**src/rtl/array_table_insert_delete_search_macros.svh**
```systemverilog
// Assertion macros used by the table back end.
`ifndef ARRAY_TABLE_INSERT_DELETE_SEARCH_MACROS_SVH
`define ARRAY_TABLE_INSERT_DELETE_SEARCH_MACROS_SVH

// Same-cycle implication, disabled during reset.
`define ATIDS_ASSERT_IMP(lbl, clk, rst_n, ante, cons, msg) \
  lbl: assert property (@(posedge clk) disable iff (!rst_n) (ante) |-> (cons)) \
    else $error(msg);

// Next-cycle implication, disabled during reset.
`define ATIDS_ASSERT_NXT(lbl, clk, rst_n, ante, cons, msg) \
  lbl: assert property (@(posedge clk) disable iff (!rst_n) (ante) |=> (cons)) \
    else $error(msg);

`endif

```
**src/rtl/atids_pkg.sv**
```systemverilog
// Shared types and constants for the table RTL.
package atids_pkg;

  localparam int POS_W      = 4;
  localparam int VALUE_W    = 32;
  localparam int STATUS_W   = 3;
  localparam int IDX_OUT_W  = 4;
  localparam int FILL_W     = 5;
  localparam int CAP_W      = 5;
  localparam int IN_DATA_W  = 40;
  localparam int OUT_DATA_W = 88;

  // Operation codes, in the order of the request's action field.
  typedef enum logic [1:0] {
    OP_INSERT,
    OP_DELETE,
    OP_SEARCH,
    OP_MINMAX
  } op_t;

  localparam logic [STATUS_W-1:0] ST_OK        = 3'd0;
  localparam logic [STATUS_W-1:0] ST_OVERFLOW  = 3'd1;
  localparam logic [STATUS_W-1:0] ST_UNDERFLOW = 3'd2;
  localparam logic [STATUS_W-1:0] ST_BAD_INDEX = 3'd3;
  localparam logic [STATUS_W-1:0] ST_NOT_FOUND = 3'd4;

  typedef struct packed {
    op_t                op;
    logic [POS_W-1:0]   pos;
    logic [VALUE_W-1:0] value;
  } req_t;

  typedef struct packed {
    logic [STATUS_W-1:0]  status;
    logic [IDX_OUT_W-1:0] found_index;
    logic [VALUE_W-1:0]   min_value;
    logic [IDX_OUT_W-1:0] min_index;
    logic [VALUE_W-1:0]   max_value;
    logic [IDX_OUT_W-1:0] max_index;
    logic [FILL_W-1:0]    fill_count;
  } res_t;

endpackage

```
**src/rtl/array_table_insert_delete_search.sv**
```systemverilog
// Top level of the signed-word table: front decoder/queue and back execution unit.
//
// Usage:
//  - Requests enter on in_* (tvalid/tready). in_tuser carries the action
//    (insert, delete, search, min/max); in_tdata carries position and value.
//  - Each request returns exactly one result on out_*: out_tuser is the
//    status, out_tdata packs search index, min/max words and indexes, and the
//    fill count after the operation.
//  - cfg_wr_en/cfg_wr_data write the capacity (clamped to 1..DEPTH); write it
//    only while no request is in flight. Shrinking drops entries past it.
// Timing:
//  - Insert/delete: queued, then result registered; one per cycle sustained
//    while out_tready is high, the back unit updates the whole cell chain at once.
//  - Search, min/max: no new request is taken until the scan ends; the
//    chain rotates past a single compare unit one entry per cycle.
//  - A two-deep request queue lets the front keep accepting while the back
//    works or the result register waits on out_tready; a stalled receiver
//    holds the result and the back pauses, nothing is dropped.
// Reset: table cleared to zero, fill count 0, capacity min(16, DEPTH).
module array_table_insert_delete_search import atids_pkg::*; #(
  parameter int DEPTH     = 16,
  parameter int WORD_BITS = 32
) (
  input  logic                  clk,
  input  logic                  rst_n,
  input  logic                  in_tvalid,
  output logic                  in_tready,
  input  logic [1:0]            in_tuser,   // action
  input  logic [IN_DATA_W-1:0]  in_tdata,   // position[3:0], value[35:4], zero pad
  output logic                  out_tvalid,
  input  logic                  out_tready,
  output logic [STATUS_W-1:0]   out_tuser,  // status
  output logic [OUT_DATA_W-1:0] out_tdata,  // found_index[3:0], min_value[35:4],
                                            // min_index[39:36], max_value[71:40],
                                            // max_index[75:72], fill_count[80:76]
  input  logic                  cfg_wr_en,
  input  logic [CAP_W-1:0]      cfg_wr_data // capacity
);

  logic req_valid;
  logic req_ready;
  req_t req;
  res_t res;

  atids_front u_front (
    .clk       (clk),
    .rst_n     (rst_n),
    .in_tvalid (in_tvalid),
    .in_tready (in_tready),
    .in_tuser  (in_tuser),
    .in_tdata  (in_tdata),
    .req_valid (req_valid),
    .req_ready (req_ready),
    .req       (req)
  );

  atids_back #(
    .DEPTH     (DEPTH),
    .WORD_BITS (WORD_BITS)
  ) u_back (
    .clk         (clk),
    .rst_n       (rst_n),
    .cfg_wr_en   (cfg_wr_en),
    .cfg_wr_data (cfg_wr_data),
    .req_valid   (req_valid),
    .req_ready   (req_ready),
    .req         (req),
    .out_tready  (out_tready),
    .out_valid   (out_tvalid),
    .res         (res)
  );

  // pack result fields, lowest first, zero pad to whole bytes
  assign out_tuser = res.status;
  assign out_tdata = {7'd0, res.fill_count, res.max_index, res.max_value,
                      res.min_index, res.min_value, res.found_index};

endmodule

```
**src/rtl/atids_front.sv**
```systemverilog
// Front end: accepts requests, decodes the operation and queues them.
module atids_front import atids_pkg::*; (
  input  logic                 clk,
  input  logic                 rst_n,
  input  logic                 in_tvalid,
  output logic                 in_tready,
  input  logic [1:0]           in_tuser,
  input  logic [IN_DATA_W-1:0] in_tdata,
  output logic                 req_valid,
  input  logic                 req_ready,
  output req_t                 req
);

  req_t       q_r [2];
  logic       wr_ptr_r;
  logic       rd_ptr_r;
  logic [1:0] cnt_r;
  logic [1:0] cnt_nxt;
  logic       push;
  logic       pop;
  req_t       dec;

  // action codes map one to one onto op_t
  always_comb begin
    dec.op    = op_t'(in_tuser);
    dec.pos   = in_tdata[POS_W-1:0];
    dec.value = in_tdata[POS_W+VALUE_W-1:POS_W];
  end

  assign in_tready = (cnt_r != 2'd2);
  assign req_valid = (cnt_r != 2'd0);
  assign req       = q_r[rd_ptr_r];
  assign push      = in_tvalid && in_tready;
  assign pop       = req_valid && req_ready;

  always_comb begin
    cnt_nxt = cnt_r;
    if (push && !pop) begin
      cnt_nxt = cnt_r + 2'd1;
    end else if (pop && !push) begin
      cnt_nxt = cnt_r - 2'd1;
    end
  end

  always_ff @(posedge clk) begin
    if (!rst_n) begin
      wr_ptr_r <= 1'b0;
      rd_ptr_r <= 1'b0;
      cnt_r    <= 2'd0;
    end else begin
      cnt_r <= cnt_nxt;
      if (push) begin
        wr_ptr_r <= ~wr_ptr_r;
      end
      if (pop) begin
        rd_ptr_r <= ~rd_ptr_r;
      end
    end
  end

  always_ff @(posedge clk) begin
    if (push) begin
      q_r[wr_ptr_r] <= dec;
    end
  end

endmodule

```
**src/rtl/atids_back.sv**
```systemverilog
// Back end: cell chain holding the table, operation sequencer and result register.
`include "array_table_insert_delete_search_macros.svh"

module atids_back import atids_pkg::*; #(
  parameter int DEPTH     = 16,
  parameter int WORD_BITS = 32
) (
  input  logic             clk,
  input  logic             rst_n,
  input  logic             cfg_wr_en,
  input  logic [CAP_W-1:0] cfg_wr_data,
  input  logic             req_valid,
  output logic             req_ready,
  input  req_t             req,
  input  logic             out_tready,
  output logic             out_valid,
  output res_t             res
);

  localparam int IDX_W   = $clog2(DEPTH);
  localparam int CNT_W   = $clog2(DEPTH + 1);
  localparam int CW      = (CNT_W > CAP_W) ? CNT_W : CAP_W;
  localparam int CAP_RST = (DEPTH < 16) ? DEPTH : 16;
  localparam logic [IDX_W-1:0] LAST = IDX_W'(DEPTH - 1);

  typedef enum logic {S_IDLE, S_SCAN} state_t;

  state_t               state_r, state_nxt;
  logic [CNT_W-1:0]     cap_r, cap_nxt;
  logic [CNT_W-1:0]     fill_r, fill_nxt;
  logic [IDX_W-1:0]     scan_r, scan_nxt;
  op_t                  op_r, op_nxt;
  logic [WORD_BITS-1:0] key_r, key_nxt;
  logic                 hit_r, hit_nxt;
  logic [IDX_W-1:0]     found_r, found_nxt;
  logic [WORD_BITS-1:0] minv_r, minv_nxt, maxv_r, maxv_nxt;
  logic [IDX_W-1:0]     mini_r, mini_nxt, maxi_r, maxi_nxt;
  logic                 out_valid_r, out_valid_nxt;
  res_t                 res_r, res_nxt;

  logic [WORD_BITS-1:0] cell_r   [DEPTH];
  logic [WORD_BITS-1:0] cell_nxt [DEPTH];

  logic                 out_free;
  logic                 take;
  logic [WORD_BITS-1:0] key_in;
  logic [CW-1:0]        pos_x, fill_x, cap_x, cfg_x;
  logic [CNT_W-1:0]     cap_new, fill_cut;
  logic                 ins_ok, del_ok;
  logic [CW-1:0]        fill_ins;
  logic [WORD_BITS-1:0] head;
  logic                 in_cap, match;

  assign out_free  = !out_valid_r || out_tready;
  assign req_ready = (state_r == S_IDLE) && out_free;
  assign take      = req_valid && req_ready;
  assign out_valid = out_valid_r;
  assign res       = res_r;

  assign key_in = WORD_BITS'($signed(req.value));
  assign pos_x  = CW'(req.pos);
  assign fill_x = CW'(fill_r);
  assign cap_x  = CW'(cap_r);
  assign cfg_x  = CW'(cfg_wr_data);

  // capacity clamps to 1..DEPTH; fill is cut back to it
  always_comb begin
    if (cfg_x == '0) begin
      cap_new = CNT_W'(1);
    end else if (cfg_x > CW'(DEPTH)) begin
      cap_new = CNT_W'(DEPTH);
    end else begin
      cap_new = CNT_W'(cfg_x);
    end
    fill_cut = (fill_r > cap_new) ? cap_new : fill_r;
  end

  assign ins_ok   = (pos_x < cap_x) && (fill_x < cap_x);
  assign del_ok   = (fill_x != '0) && (pos_x < fill_x);
  assign fill_ins = (pos_x <= fill_x) ? CW'(fill_x + 1'b1) : CW'(pos_x + 1'b1);

  // scan reads the chain head; the ring rotates once per step
  assign head   = cell_r[0];
  assign in_cap = CW'(scan_r) < cap_x;
  assign match  = in_cap && (head == key_r);

  // Cell chain: each cell sees only its two neighbors.
  for (genvar g = 0; g < DEPTH; g++) begin : g_cell
    localparam logic [CW-1:0] GI = CW'(g);
    logic [WORD_BITS-1:0] left_w, right_w, rot_w;

    if (g == 0) begin : g_first
      assign left_w = '0;
    end else begin : g_mid_l
      assign left_w = cell_r[g-1];
    end
    if (g == DEPTH - 1) begin : g_last
      assign right_w = '0;
      assign rot_w   = cell_r[0];
    end else begin : g_mid_r
      assign right_w = cell_r[g+1];
      assign rot_w   = cell_r[g+1];
    end

    always_comb begin
      cell_nxt[g] = cell_r[g];
      if (cfg_wr_en) begin
        if (GI >= CW'(fill_cut)) begin
          cell_nxt[g] = '0;
        end
      end else if (state_r == S_SCAN) begin
        cell_nxt[g] = rot_w;
      end else if (take && req.op == OP_INSERT && ins_ok) begin
        if (GI == pos_x) begin
          cell_nxt[g] = key_in;
        end else if (GI > pos_x && GI <= fill_x) begin
          cell_nxt[g] = left_w;
        end
      end else if (take && req.op == OP_DELETE && del_ok) begin
        // cell at fill is zero, so the old last entry clears itself
        if (GI >= pos_x && GI < fill_x) begin
          cell_nxt[g] = right_w;
        end
      end
    end

    always_ff @(posedge clk) begin
      if (!rst_n) begin
        cell_r[g] <= '0;
      end else begin
        cell_r[g] <= cell_nxt[g];
      end
    end
  end

  always_comb begin
    state_nxt     = state_r;
    cap_nxt       = cap_r;
    fill_nxt      = fill_r;
    scan_nxt      = scan_r;
    op_nxt        = op_r;
    key_nxt       = key_r;
    hit_nxt       = hit_r;
    found_nxt     = found_r;
    minv_nxt      = minv_r;
    maxv_nxt      = maxv_r;
    mini_nxt      = mini_r;
    maxi_nxt      = maxi_r;
    res_nxt       = res_r;
    out_valid_nxt = out_valid_r && !out_tready;

    if (cfg_wr_en) begin
      cap_nxt  = cap_new;
      fill_nxt = fill_cut;
    end

    unique case (state_r)
      S_IDLE: begin
        if (take) begin
          res_nxt            = '0;
          res_nxt.status     = ST_OK;
          res_nxt.fill_count = FILL_W'(fill_r);
          unique case (req.op) inside
            OP_INSERT: begin
              out_valid_nxt = 1'b1;
              if (!ins_ok) begin
                res_nxt.status = ST_OVERFLOW;
              end else begin
                fill_nxt           = CNT_W'(fill_ins);
                res_nxt.fill_count = FILL_W'(fill_ins);
              end
            end
            OP_DELETE: begin
              out_valid_nxt = 1'b1;
              if (fill_x == '0) begin
                res_nxt.status = ST_UNDERFLOW;
              end else if (!del_ok) begin
                res_nxt.status = ST_BAD_INDEX;
              end else begin
                fill_nxt           = fill_r - 1'b1;
                res_nxt.fill_count = FILL_W'(fill_r - 1'b1);
              end
            end
            OP_SEARCH, OP_MINMAX: begin
              op_nxt    = req.op;
              key_nxt   = key_in;
              scan_nxt  = '0;
              hit_nxt   = 1'b0;
              found_nxt = '0;
              state_nxt = S_SCAN;
            end
            default: ;
          endcase
        end
      end
      S_SCAN: begin
        if (match) begin
          hit_nxt   = 1'b1;
          found_nxt = scan_r;
        end
        if (scan_r == '0) begin
          minv_nxt = head;
          maxv_nxt = head;
          mini_nxt = '0;
          maxi_nxt = '0;
        end else if (in_cap) begin
          if ($signed(head) < $signed(minv_r)) begin
            minv_nxt = head;
            mini_nxt = scan_r;
          end
          if ($signed(head) > $signed(maxv_r)) begin
            maxv_nxt = head;
            maxi_nxt = scan_r;
          end
        end
        if (scan_r == LAST) begin
          state_nxt          = S_IDLE;
          out_valid_nxt      = 1'b1;
          res_nxt            = '0;
          res_nxt.fill_count = FILL_W'(fill_r);
          if (op_r == OP_SEARCH) begin
            res_nxt.status      = hit_nxt ? ST_OK : ST_NOT_FOUND;
            res_nxt.found_index = IDX_OUT_W'(found_nxt);
          end else begin
            res_nxt.status    = ST_OK;
            res_nxt.min_value = VALUE_W'(minv_nxt);
            res_nxt.min_index = IDX_OUT_W'(mini_nxt);
            res_nxt.max_value = VALUE_W'(maxv_nxt);
            res_nxt.max_index = IDX_OUT_W'(maxi_nxt);
          end
        end else begin
          scan_nxt = scan_r + 1'b1;
        end
      end
      default: ;
    endcase
  end

  always_ff @(posedge clk) begin
    if (!rst_n) begin
      state_r     <= S_IDLE;
      cap_r       <= CNT_W'(CAP_RST);
      fill_r      <= '0;
      scan_r      <= '0;
      out_valid_r <= 1'b0;
      res_r       <= '0;
    end else begin
      state_r     <= state_nxt;
      cap_r       <= cap_nxt;
      fill_r      <= fill_nxt;
      scan_r      <= scan_nxt;
      out_valid_r <= out_valid_nxt;
      res_r       <= res_nxt;
    end
  end

  always_ff @(posedge clk) begin
    op_r    <= op_nxt;
    key_r   <= key_nxt;
    hit_r   <= hit_nxt;
    found_r <= found_nxt;
    minv_r  <= minv_nxt;
    maxv_r  <= maxv_nxt;
    mini_r  <= mini_nxt;
    maxi_r  <= maxi_nxt;
  end

  `ATIDS_ASSERT_IMP(a_fill_le_cap, clk, rst_n, 1'b1, fill_r <= cap_r, "fill above capacity")
  `ATIDS_ASSERT_NXT(a_scan_done, clk, rst_n, (state_r == S_SCAN) && (scan_r == LAST), out_valid_r && (state_r == S_IDLE), "scan end gave no result")
  `ATIDS_ASSERT_IMP(a_tail_zero, clk, rst_n, (state_r == S_IDLE) && (fill_x < CW'(DEPTH)), cell_r[DEPTH-1] == '0, "unused tail entry not zero")

endmodule
```
**config.mk**
```make
export PLATFORM = sky130hd
export DESIGN_NAME = array_table_insert_delete_search
export DESIGN_NICKNAME = d
export VERILOG_FILES = /design/src/rtl/atids_pkg.sv /design/src/rtl/array_table_insert_delete_search.sv /design/src/rtl/atids_front.sv /design/src/rtl/atids_back.sv
export VERILOG_INCLUDE_DIRS = /design/src /design/src/rtl
export SDC_FILE = /design/constraint.sdc
export NUM_CORES = 2
export LEC_CHECK = 0
export ABC_CLOCK_PERIOD_IN_PS = 9400
export BUFFER_PORTS_ARGS = -buffer_cell sky130_fd_sc_hd__buf_4
export CAP_MARGIN = 20
export CORE_MARGIN = 1.5
export CORE_UTILIZATION = 50
export CTS_CLUSTER_DIAMETER = 150
export DETAILED_ROUTE_END_ITERATION = 16
export PLACE_DENSITY = 0.66
export SYNTH_ARGS = -nofsm -noshare
export SYNTH_HDL_FRONTEND = slang
export SYNTH_SLANG_ARGS = --single-unit
```
**constraint.sdc**
```tcl
create_clock -name clk -period 9.4 [get_ports clk]
set_clock_uncertainty 0.05 [all_clocks]
set_input_delay 0.47 -clock clk [delete_from_list [all_inputs] [get_ports clk]]
set_output_delay 0.47 -clock clk [all_outputs]
set_load 0.01 [all_outputs]
```
# Word level (Yosys, flattened, before mapping)
# Memories as Yosys holds them, arrays and structs flattened. A register that Yosys moved wholly into a read port is not among the register bits.
# Cells that the tools add are included.
[op_classes]
add_sub_neg = 6
order_cmp = 89
eq_ne = 26
n_mux = 209
bitwise = 19
n_reduce_logical = 64
[ops]
columns = ["operator", "n"]
rows = [
  ["32-bit two-way mux", 150],
  ["84-bit two-way mux", 2],
  ["84-bit case mux with 2 select lines", 1],
  ["72-bit two-way mux", 1],
  ["5-bit two-way mux", 13],
  ["1-bit logical AND", 45],
  ["4-bit two-way mux", 11],
  ["4-bit by 5-bit >= comparator with 1-bit output, first input constant", 8],
  ["4-bit by 5-bit <= comparator with 1-bit output, first input constant", 8],
  ["4-bit by 5-bit less-than comparator with 1-bit output, first input constant", 8],
  ["32-bit equality test", 1],
  ["4-bit equality test, first input constant", 8],
  ["4-bit >= comparator, first input constant", 8],
  ["32-bit > comparator", 1],
  ["4-bit > comparator, first input constant", 8],
  ["32-bit less-than comparator", 1],
  ["3-bit by 5-bit >= comparator with 1-bit output, first input constant", 4],
  ["3-bit by 5-bit <= comparator with 1-bit output, first input constant", 4],
  ["3-bit by 5-bit less-than comparator with 1-bit output, first input constant", 4],
  ["5-bit case mux with 2 select lines", 2],
  ["1-bit two-way mux", 17],
  ["3-bit by 4-bit equality test with 1-bit output, first input constant", 4],
  ["3-bit by 4-bit >= comparator with 1-bit output, first input constant", 4],
  ["3-bit by 4-bit > comparator with 1-bit output, first input constant", 4],
  ["other kinds (45)", 96],
]
[totals]
reg_bits = 215
ram_bits = 588
in_bits = 52
out_inout_bits = 93
memories = 2
[mem_list]
columns = ["name", "depth", "width", "rd", "rd_clocked_by_memory_dff", "write_ports", "line", "source"]
rows = [
  ["u_back.cell_r", 16, 32, 16, 0, 16, "atids_back.sv:41", "logic [WORD_BITS-1:0] cell_r [DEPTH];"],
  ["u_front.q_r", 2, 38, 1, 1, 1, "atids_front.sv:14", "req_t q_r [2];"],
]

# Depth between registers and ports, before layout
[logic_depth]
ltp_word = 11
mapped_depth = 15

# By module
# Synthesis repeated with hierarchy kept, for this count alone.
[hier_totals]
cells_unflattened = 4732
hier_area_um2 = 43352.8
[modules_own_cells]
columns = ["module", "instances", "cells_each", "area_per_inst_um2", "seq_area_each_um2"]
rows = [
  ["atids_back", 1, 4582, 40316.2, 15584.9],
  ["atids_front", 1, 142, 2980.4, 2382.3],
  ["array_table_insert_delete_search", 1, 8, 56.3, 0.0],
]

# Worst setup path after synthesis
# OpenSTA, ideal clock, no wires.
[synth_timing]
path_kind = "register -> register"
from = "reg u_back.state_r"
to = "mem u_back.cell_r[13][0]"
setup_ns = 0.126
arrival_ns = 3.920
required_ns = 9.224
path_slack_ns = 5.304
path_stages_with_launch = 12
n_path_buf = 4
period_less_slack_ns = 4.096
cell_sequence = "dfxtp_1 > buf_2 > nor3_4 > inv_1 > nor2_1 > nand3_1 > clkbuf_1 > clkbuf_1 > clkbuf_1 > a211oi_1 > o21ai_0 > mux2i_1"
[synth_lines]
columns = ["item", "line", "source"]
rows = [
  ["start: declaration", "atids_back.sv:28", "state_t state_r, state_nxt;"],
  ["start signal: assignment", "atids_back.sv:248", "state_r <= state_nxt;"],
  ["end: declaration", "atids_back.sv:41", ""],
]

==> impl_metrics.tcl <==
set metrics [dict create \
    gr-usage-all-layers 0.305 \
    grt_antenna_before_repair 2 \
    drive_gt1_frac 0.102 \
    seqPwrFrac 0.338 \
    vdd_drop_max_v 0.000196 \
    numCtsBuffers 92 \
    hold_depth 4 \
    comb_power_share 0.359 \
    clkTransAtPathRegs_ps 60 \
    cts_max_path_buffers 3 \
    internal_power_mw 7.11 \
    grt_pass1_wl_um 218000 \
    crit_arrival_ps 6230 \
    final.setup.tns_ps 0 \
    start_kind "flop" \
    die-area_mm2 0.0902 \
    syn2layout_area_growth_pct 11.5 \
    required_ps 9950 \
    rsz0062_at_grt "false" \
    finalNonFillerCells 6328 \
    die_y_um 300 \
    p_sw_mw 4.73 \
    cts_resized 0 \
    fin_nets 5243 \
    fp.coreArea_mm2 0.0872 \
    drc_errors 0 \
    chipWidth_um 300 \
    dr.first_iter.drc_count 4591 \
    path_class "reg -> reg" \
    crit_path_end_kind "flop" \
    layout_min_cycle_time_ps 5690 \
    fillers 8006 \
    cts_hold_buf 38 \
    syn_area_per_cell_um2 8.47 \
    routed_wl_um 141000 \
    synth.cell_area_mm2 0.0442 \
    hpwl_um 84000 \
    num_rows 108 \
    critPathMaxFanout 35 \
    power.density_mw_per_mm2 240 \
    ys.flop_type "dfxtp_1" \
    dr.pass1.iters 6 \
    finalSetupViolCount 0 \
    detail_route.wl_per_cell_um 22.3 \
    synth.ff_latch_count 804 \
    worstHoldStart "out_tready" \
    slew_viol_final 0 \
    r2r_slack_ps 3710 \
    post_cts_buffers 0 \
    initial_core_util 0.507 \
    relSlewSlack 0.160 \
    cts_root_buf "clkbuf_16" \
    hold_path_end "u_back.out_valid$_SDFF_PN0_" \
    vias_per_cell 6.13 \
    synth_edf_count 187 \
    fmax_mhz 176 \
    placed_cells 6121 \
    insertion_delay_ps 670 \
    hold_viol_final 0 \
    grt_overflow 0 \
    hp-class "in -> reg" \
    synth-seq-area-share 0.407 \
    vias 38787 \
    gp_congestion 0.921 \
    io_pins 145 \
    port_buffers 133 \
    maxCapViolCount 0 \
    cts_sinks 804 \
    status "completed" \
    power.leakage_nw 17.2 \
    synthCells 5215 \
    ant_nets 0 \
    grt_max_degree 262 \
    ys_types 84 \
    worstMarginPinSlew_ps 1260 \
    first_global_vias 35636 \
    cts.htree.levels 3 \
    synth-async-reset-ratio 0 \
    p_clk_frac 0.303 \
    antennaDiodeCount 0 \
    netSwitchingFraction 0.399 \
    finalCritPeriodShare 0.605 \
    rr_endpoint "u_back.cell_r[3][7]$_SDFFE_PN0P_" \
    yosysWarnings 0 \
    ff2ff_path_depth 12 \
    cts_tree "done" \
]
## kinds of logic (layout without fill, tap and decap cells)
kind of cell / count (synthesis) / count (layout) / share of synthesized area
AO/OA/AOI/OAI: 1604 / 1604 / 0.235
buffers and inverters: 614 / 566 / 0.0562
multiplexers: 472 / 472 / 0.109
flip-flops: 804 / 804 / 0.407
other: 1 / 7 / 0.0000849
AND/OR/NAND/NOR: 1586 / 1586 / 0.159
adder cells (fa/ha/maj): 91 / 91 / 0.0258
XOR/XNOR: 43 / 43 / 0.00852
## cell usage after synthesis, drive strengths merged (5+ instances only)
cell type / number / area (um^2)
nand2: 588 / 2210
a22o: 33 / 289
a211oi: 361 / 2720
or2: 6 / 37.5
dfxtp: 617 / 12400
inv: 123 / 462
nor2: 510 / 1920
o2bb2ai: 96 / 841
a22oi: 36 / 270
a21o: 43 / 323
nor3b: 5 / 37.5
buf: 93 / 526
clkbuf: 396 / 1490
a31oi: 7 / 43.8
and3: 5 / 31.3
nand4: 22 / 138
o22ai: 10 / 75.1
a21oi: 267 / 1340
nand3: 99 / 495
mux2: 69 / 777
o21ai: 529 / 2650
o211ai: 42 / 320
nor2b: 15 / 93.8
edfxtp: 187 / 5620
xnor2: 39 / 342
o2111ai: 37 / 337
o21a: 9 / 67.6
o311ai: 5 / 43.8
nor3: 49 / 257
mux2i: 403 / 4030
o31ai: 73 / 548
a21boi: 6 / 48.8
ha: 91 / 1140
a221oi: 8 / 70.1
nor4: 5 / 31.3
nand2b: 8 / 50.1
and2: 265 / 1660
## worst max-delay path, stage by stage, from the launching register on
cell and delay [ps]:
dfxtp_4 670, mux2i_1 690, inv_1 340, ha_1 380, and3b_1 180, o21a_1 140, nor2_1 520, nand2_1 280
o21a_1 280, a211oi_4 620, nor3b_2 580, buf_4 560, mux2i_1 240
## cell usage in the layout, fill, tap and decap left out, drive strengths merged, types with 91 or more instances in the layout
cell	instances
a21oi	267
o2bb2ai	96
nand2	588
and2	265
a211oi	361
buf	236
clkbuf	144
inv	126
ha	91
nand3	99
mux2i	403
dfxtp	617
o21ai	529
nor2	510
edfxtp	187
## per-layer routing
layer	vias to the layer above	GRT usage	part of all wire
met4	0	0.0885	0.027
met1	18450	0.448	0.46
met3	231	0.0538	0.086
li1	18465	-	-
met5	-	0	0
met2	1641	0.456	0.43
## layout make-up
type / count / area (um^2) / area share
clock buffers: 144 / 2750 / 0.0558
clock inverters: 23 / 230 / 0.00467
inverters: 125 / 469 / 0.00953
multi-input cells: 3803 / 24200 / 0.491
flip-flops and latches: 804 / 18000 / 0.365
well taps: 1155 / 1450 / 0.0293
repair buffers: 274 / 2210 / 0.0448
## state kept, by name (all words and copies together) (netlist names), 5 cells and up, named ones only
| register | count |
|---|---|
| u_back.res | 84 |
| u_back.cell_r | 512 |
| u_back.minv_r | 32 |
| u_back.fill_r | 5 |
| u_back.cap_r | 5 |
| u_back.maxv_r | 32 |
| u_front.q_r | 76 |
| u_back.key_r | 32 |
## stage by stage
step	hold slack (ps)	total power [mW]	utilization	worst slack [ps]	instance area (um^2)
6_report	136	11.8	0.565	3710	49300
5_1_grt	147	12.3	0.565	3460	49300
4_1_cts	110	11.8	0.565	3840	49200
3_5_place_dp	394	8.20	0.526	3540	45900
3_3_place_gp	386	8.17	0.526	3250	45900
2_1_floorplan	390	6.75	-	5300	44200
## worst max path at each step
stage	to	slack [ps]	cells past startpoint
after global routing	u_back.cell_r[3][16]$_SDFFE_PN0P_	3460	12
after detailed placement	u_back.cell_r[9][11]$_SDFFE_PN0P_	3540	14
after global placement	u_back.cell_r[3][4]$_SDFFE_PN0P_	3250	12
after floorplan	u_back.cell_r[13][0]$_SDFFE_PN0P_	5300	11
final	u_back.cell_r[3][7]$_SDFFE_PN0P_	3710	12
after CTS	u_back.cell_r[3][22]$_SDFFE_PN0P_	3840	12
## power by group through the flow
stage,clock (mW),sequential [mW],combinational (mW)
after floorplan,0,4.02,2.73
after global placement,0,4.06,4.11
after detailed placement,0,4.07,4.13
after CTS,3.64,4.00,4.15
after global routing,3.77,4.03,4.45
final,3.59,4.00,4.24
(Power assumes the default switching activity.)
